==> src/design/vertex_weld_hash_table_core_macros.svh <==
// ----------------------------------------------------------------------------
// Vertex weld hash table assertion macros
// Concurrent check wrappers, compiled out for synthesis.
// ----------------------------------------------------------------------------
`ifndef VERTEX_WELD_HASH_TABLE_CORE_MACROS_SVH
`define VERTEX_WELD_HASH_TABLE_CORE_MACROS_SVH

`ifndef SYNTHESIS
// same-cycle implication
`define VWHT_ASSERT_NOW(label, ante, cons) \
    label: assert property (@(posedge i_clk) disable iff (!i_rst_n) (ante) |-> (cons)) \
        else $error("vwht check failed");
// next-cycle implication
`define VWHT_ASSERT_NEXT(label, ante, cons) \
    label: assert property (@(posedge i_clk) disable iff (!i_rst_n) (ante) |=> (cons)) \
        else $error("vwht check failed");
`else
`define VWHT_ASSERT_NOW(label, ante, cons)
`define VWHT_ASSERT_NEXT(label, ante, cons)
`endif

`endif

==> src/design/vwht_pkg.sv <==
// ----------------------------------------------------------------------------
// Vertex weld hash table package
// Sizes, codes, shared types and the hash and match helpers.
// ----------------------------------------------------------------------------
package vwht_pkg;

    localparam int MAX_VERTICES    = 4096;
    localparam int MAX_BUCKET_BITS = 12;
    localparam int BUCKETS         = 1 << MAX_BUCKET_BITS;
    localparam int IDX_W           = $clog2(MAX_VERTICES);
    localparam int BKT_W           = MAX_BUCKET_BITS;
    localparam int CNT_W           = IDX_W + 1;
    localparam int COORD_W         = 32;
    localparam int TOL_W           = 17;
    localparam int BB_W            = 4;
    localparam int BB_MIN          = 2;
    localparam int ADDR_W          = 3;
    localparam int DATA_W          = 32;

    localparam logic [TOL_W-1:0] TOL_RESET = TOL_W'(7);
    localparam logic [BB_W-1:0]  BB_RESET  = BB_W'(MAX_BUCKET_BITS);

    localparam int HASH_ROUNDS = 9;
    localparam int ROUND_W     = $clog2(HASH_ROUNDS);
    localparam int HASH_SHL    = 5;
    localparam int HASH_SHR    = 27;
    localparam logic [COORD_W-1:0] HASH_ADD = 32'h1234_5678;

    // operation codes
    localparam logic OP_INSERT = 1'b0;
    localparam logic OP_LOOKUP = 1'b1;

    // result status codes
    localparam logic [1:0] ST_MATCHED  = 2'd0;
    localparam logic [1:0] ST_INSERTED = 2'd1;
    localparam logic [1:0] ST_MISS     = 2'd2;
    localparam logic [1:0] ST_FULL     = 2'd3;

    // register indexes (word address)
    localparam logic REG_TOL   = 1'b0;
    localparam logic REG_BBITS = 1'b1;

    typedef struct packed {
        logic             valid;
        logic [IDX_W-1:0] idx;
    } t_head;

    typedef struct packed {
        logic signed [COORD_W-1:0] x;
        logic signed [COORD_W-1:0] y;
        logic signed [COORD_W-1:0] z;
        t_head                     link;
    } t_vertex;

    typedef struct packed {
        logic busy;
        logic done;
    } t_hash_status;

    // one mixing round: add constant plus shift-or with sign-filling right shift
    function automatic logic [COORD_W-1:0] mix_round(input logic [COORD_W-1:0] v);
        logic [COORD_W-1:0] sra;
        sra = COORD_W'($signed(v) >>> HASH_SHR);
        return v + HASH_ADD + ((v << HASH_SHL) | sra);
    endfunction

    // |a - b| < tol, exact: -tol < a - b < tol
    function automatic logic near_axis(input logic signed [COORD_W-1:0] a,
                                       input logic signed [COORD_W-1:0] b,
                                       input logic [TOL_W-1:0] tol);
        logic signed [COORD_W+1:0] d_lo;
        logic signed [COORD_W+1:0] d_hi;
        logic signed [COORD_W+1:0] t;
        t    = $signed({{(COORD_W+2-TOL_W){1'b0}}, tol});
        d_lo = (COORD_W+2)'(a) - (COORD_W+2)'(b) - t;
        d_hi = (COORD_W+2)'(a) - (COORD_W+2)'(b) + t;
        return d_lo[COORD_W+1] && !d_hi[COORD_W+1] && (d_hi != '0);
    endfunction

endpackage

==> src/design/vwht_hash.sv <==
// ----------------------------------------------------------------------------
// Vertex weld hash unit
// Three coordinate lanes mixed one round per cycle; result is their XOR.
// ----------------------------------------------------------------------------
module vwht_hash import vwht_pkg::*; (
    input  logic                      i_clk,
    input  logic                      i_rst_n,
    input  logic                      i_start,
    input  logic signed [COORD_W-1:0] i_coord_x,
    input  logic signed [COORD_W-1:0] i_coord_y,
    input  logic signed [COORD_W-1:0] i_coord_z,
    output logic [COORD_W-1:0]        o_hash,
    output t_hash_status              o_status
);

    logic [COORD_W-1:0] r_lane_x;
    logic [COORD_W-1:0] r_lane_y;
    logic [COORD_W-1:0] r_lane_z;
    logic [ROUND_W-1:0] r_round;
    logic               r_busy;
    logic               r_done;

    always_ff @(posedge i_clk) begin
        if (!i_rst_n) begin
            r_busy  <= 1'b0;
            r_done  <= 1'b0;
            r_round <= '0;
        end else begin
            r_done <= 1'b0;
            if (i_start) begin
                r_busy  <= 1'b1;
                r_round <= '0;
            end else if (r_busy) begin
                r_round <= r_round + 1'b1;
                if (r_round == ROUND_W'(HASH_ROUNDS - 1)) begin
                    r_busy <= 1'b0;
                    r_done <= 1'b1;
                end
            end
        end
    end

    always_ff @(posedge i_clk) begin
        if (i_start) begin
            r_lane_x <= i_coord_x;
            r_lane_y <= i_coord_y;
            r_lane_z <= i_coord_z;
        end else if (r_busy) begin
            r_lane_x <= mix_round(r_lane_x);
            r_lane_y <= mix_round(r_lane_y);
            r_lane_z <= mix_round(r_lane_z);
        end
    end

    assign o_hash   = r_lane_x ^ r_lane_y ^ r_lane_z;
    assign o_status = '{busy: r_busy, done: r_done};

endmodule

==> config.mk <==
export PLATFORM = sky130hd
export DESIGN_NAME = vwht_hash
export DESIGN_NICKNAME = d
export VERILOG_FILES = /design/src/design/vertex_weld_hash_table_core_macros.svh /design/src/design/vwht_pkg.sv /design/src/design/vwht_hash.sv
export SDC_FILE = /design/constraint.sdc
export NUM_CORES = 1
export LEC_CHECK = 0
export BUFFER_PORTS_ARGS = -buffer_cell sky130_fd_sc_hd__buf_4
export CORE_ASPECT_RATIO = 1.4
export CORE_UTILIZATION = 55
export DETAILED_ROUTE_END_ITERATION = 8
export GPL_TIMING_DRIVEN = 0
export PLACE_DENSITY_LB_ADDON = 0.2
export SLEW_MARGIN = 20
export SYNTH_ARGS = -nofsm -noshare
export SYNTH_HDL_FRONTEND = slang
export SYNTH_SLANG_ARGS = --single-unit
==> constraint.sdc <==
create_clock -name i_clk -period 3.93 [get_ports i_clk]
set_clock_uncertainty 0.15 [all_clocks]
set_input_delay 0.786 -clock i_clk [delete_from_list [all_inputs] [get_ports i_clk]]
set_output_delay 0.786 -clock i_clk [all_outputs]
set_load 0.02 [all_outputs]
### Word-level counts from Yosys, hierarchy flattened

Index checks and enable logic that the tools add are counted.

* bits in registers: 102
* output and inout bits: 34

* add/sub/neg operators: 7
* equality and inequality tests: 1
* muxes and demuxes: 10
* bitwise logic cells: 7
* reduce and logical (&&, ||, !) cells: 3

Operators by type and width (count)
* 32-bit two-way mux: 6
* 32-bit by 29-bit adder with 32-bit output, second input constant: 3
* 32-bit adder: 3
* 32-bit bitwise OR: 3
* 32-bit bitwise XOR: 2
* 4-bit by 1-bit adder with 4-bit output, second input constant: 1
* 4-bit equality test, second input constant: 1
* 1-bit two-way mux: 4
* 3-bit OR reduction: 1
* 1-bit NOT: 2
* 2-bit nonzero test: 1
* 2-bit OR reduction: 1

### Longest topological paths before layout

* word-level depth: 4
* gate-level depth with buffers: 15
* depth with buffers taken out: 13

### Worst setup path after synthesis

Ideal clock, no wire load.

* path type: input to register
* start point: input port i_start
* end point: register r_lane_x[0], enable pin
* arrival time: 2.779 ns
* data required time: 2.880 ns
* setup slack: 0.101 ns
* stages: 3
* path through: inv_2 clkbuf_1 nand2_1

* cells in the longest elaborated chain, start to end: 1

Ends and longest elaborated chain
* start: declaration: line vwht_hash.sv:8 `input logic i_start,`
* 2-bit nonzero test (no line)
* end signal: assignment: line vwht_hash.sv:45 `r_lane_x <= i_coord_x;`
* end signal: assignment: line vwht_hash.sv:49 `r_lane_x <= mix_round(r_lane_x);`
* end: declaration: line vwht_hash.sv:16 `logic [COORD_W-1:0] r_lane_x;`

Every way passes these cells.
A chain may end at the register's enable or synchronous reset.

### Worst setup path after layout

* start point: register r_lane_x[31]
* end point: register r_lane_x[30], data pin

* cells in the longest elaborated chain, start to end: 4

Ends and longest elaborated chain
* 32-bit bitwise OR: line vwht_pkg.sv:64 `return v + HASH_ADD + ((v << HASH_SHL) | sra);`
* 32-bit adder: line vwht_pkg.sv:64
* 32-bit two-way mux: line vwht_hash.sv:48 `end else if (r_busy) begin`
* 32-bit two-way mux: line vwht_hash.sv:44 `if (i_start) begin`

Every way passes these cells. The select of a mux whose other input is x is not followed.

==> key figures <==
Run status
  – Status: complete, but fails checks
  – Failing checks: DRC

GRT
  – Number of global-route vias before repair: between 10000 and 15000
  – Largest net degree at the start of global routing: 41
  – Global-route wire length before repair: 58200 um
  – Initial antenna violation count: 0
  – Total gr overflow: 0
  – GRT Resource Usage Total: 0.353

STA
  – RSZ-0062 raised after global routing: true
  – Relative slew slack: 0.309
  – Tmin final: slightly below 4 ns
  – Final Max Slew Viols: 0
  – Fin Setup TNS: 0 ns
  – Endpoints failing setup: 0
  – Final hold vios: 0
  – Final worst slack: 0.0490 ns
  – Least-Margin Pin Slew: 1.04 ns
  – Max Fclk: about 260 MHz
  – Final Cycle Share: 0.988

Clocking
  – Clock transition at path regs: approximately 0.07 ns
  – CTS root buffer: clkbuf_16
  – Hold_buf cts: 0
  – # H-tree levels: 3
  – TritonCTS buffer count: 9
  – CTS tree: yes
  – Clock latency at the later pin of the worst-skew pair: 0.37 ns
  – Clock buffer depth: 2
  – Clock sink total: 102

Placement
  – IO buf count: around 130
  – Worst setup slack after placement: -0.826 ns
  – DP HPWL: 31000 um
  – DP Cell Count: approximately 1800
  – GP Congestion: 0.954

Detailed routing
  – Final wirelength: 38700 um
  – Vias per inst: 6.03
  – Via count: around 11000
  – Antenna viol nets, final: 0
  – Wire length per cell: 21.4 um
  – DRC Markers: 9
  – Drt pass-1 iters: 8
  – Iter 0 DRT Violations: 792

Logic synthesis
  – Yosys warns: 0
  – Async SR Flop Fraction: 0
  – Cell Area, Synth: 0.0118 mm^2
  – Register area share after synthesis: 0.255
  – #FFs+latches synth: 102
  – Gate Count Post-Synth: 1397
  – Library cells used by synthesis: 81
  – Most used DFF post-synth: edfxtp_1
  – Area leader, netlist: edfxtp_1
  – Synthesized area per cell: 8.42 um^2
  – Post-synth EDFFs: 96
  – Leading post-synthesis cells by cell area: edfxtp_1 25%, ha_1 20%, xnor2_1 7.7%
  – Synthesized net count: 1684
  – Top-area cell type share of the netlist area: 0.245

Worst setup path
  – Setup crit start kind: register
  – CP Data Arrival Time: 3.85 ns
  – Highest net fanout along the worst path: 10
  – Critical Path End Type: register
  – Kind of critical path: register to register
  – Critical Path RT: 3.90 ns

Floorplan
  – Io pins: 133
  – Height of the chip: 175 um
  – FP Rows: 62
  – Die area: 0.0220 mm^2
  – Core area: just over 0.02 mm^2
  – Initial Util: 0.568
  – Width of the die: 126 um

Cells and area
  – Layout cells sized above 1: 0.158
  – Fillers: 1846
  – Final std cells w/o fill: 1810
  – Layout area overhead: 16.4%
  – Fin util: 0.661
  – Nets: 1838
  – Antenna diodes: 0

Flow run
  – Max Cap Viol: 0

Min path
  – Hold Path Class: register to register
worst paths after layout:
check / to / from / slack (ns) / cells after the start
max: r_lane_x[30] / r_lane_x[31] / 0.05 / 15
min: r_round[3] / r_round[3] / 0.38 / 2
max reg2reg: r_lane_x[30] / r_lane_x[31] / 0.05 / 15
min reg2reg: r_round[3] / r_round[3] / 0.38 / 2
cells in the final DEF, fill, tap and decap left out, types with 41 or more instances in the layout:
cell type,instances
clkbuf_1,41
inv_1,148
nor2_1,75
ha_1,180
edfxtp_1,96
o21ai_0,90
a21o_1,66
buf_4,146
nand2_1,154
a21oi_1,70
xnor2_1,104
layout make-up:
class / instances / area [um^2] / share of cell area
Sequential cell: 102 / 3000 / 0.219
Inverter: 152 / 577 / 0.0421
Clock inverter: 5 / 100 / 0.00731
Multi-Input combinational cell: 1087 / 8110 / 0.592
Tap cell: 256 / 320 / 0.0234
Clock buffer: 9 / 225 / 0.0164
Timing Repair Buffer: 146 / 1120 / 0.0818
Buffer: 53 / 245 / 0.0179
cell families after synthesis:
family	share of synthesized area
AND/OR/NAND/NOR	0.148
flip-flops	0.255
buffers and inverters	0.0696
multiplexers	0.0149
AO/OA/AOI/OAI	0.211
XOR/XNOR	0.0998
adder cells (fa/ha/maj)	0.202
layer usage:
metal,part of all wire,wire length (um),vias to the layer above,global-route usage
met3,0.064,2480,104,0.0355
met4,0.061,2370,0,0.222
li1,-,-,5251,-
met2,0.49,19000,435,0.626
met1,0.38,14900,5130,0.406
met5,0,0,-,0
critical path, cell delays in order (launching register included):
cell       delay (ns)
edfxtp_1         0.49
buf_4            0.19
clkbuf_4         0.20
nor2_1           0.13
ha_1             0.24
inv_1            0.06
ha_1             0.21
clkbuf_1         0.19
and3_1           0.25
a221oi_2         0.27
a2bb2oi_1        0.19
o31a_1           0.28
o2111ai_2        0.19
a31oi_1          0.23
xnor2_1          0.11
mux2_2           0.26
registers in the layout (all words and copies together), names as in the netlist:
name / cells
r_lane_x: 32
r_done: 1
r_round: 4
r_busy: 1
r_lane_y: 32
r_lane_z: 32
synth_stat cells, types with 5 or more instances:
cell / number
o21a_1: 14
xnor2_1: 104
o21bai_1: 8
a21o_1: 66
inv_1: 148
nand2_1: 155
nor3_1: 16
clkbuf_1: 47
a21boi_0: 6
a21oi_1: 72
nor2_1: 77
nand2b_1: 7
edfxtp_1: 96
nor3b_1: 7
o31ai_1: 9
o31a_1: 5
and2_1: 7
ha_1: 185
mux2_2: 12
nand4_1: 12
dfxtp_1: 6
a211oi_1: 11
xor2_1: 30
nand3_1: 25
and3_1: 14
o211ai_1: 6
or2_2: 22
a2111oi_0: 6
a31oi_1: 13
o21ai_0: 91
o21ai_1: 12
nor2b_1: 13
repair_timing:
| item | in CTS | in global routing |
|---|---|---|
| gates resized for setup | 19 | 22 |
| buffers inserted | 7 | 5 |
| pin swaps | 2 | 3 |
| setup endpoints to repair | 54 | 17 |
metrics by stage:
step / cell area [um^2] / hold slack [ns]
after floorplan: 11800 / 0.326
final: 13700 / 0.379
after global placement: 13100 / 0.346
after detailed placement: 13100 / 0.369
after global routing: 13700 / 0.402
after CTS: 13600 / 0.388
Power is not shown: default switching activity piles up to over one toggle a cycle in this logic, so the estimate is an artifact.
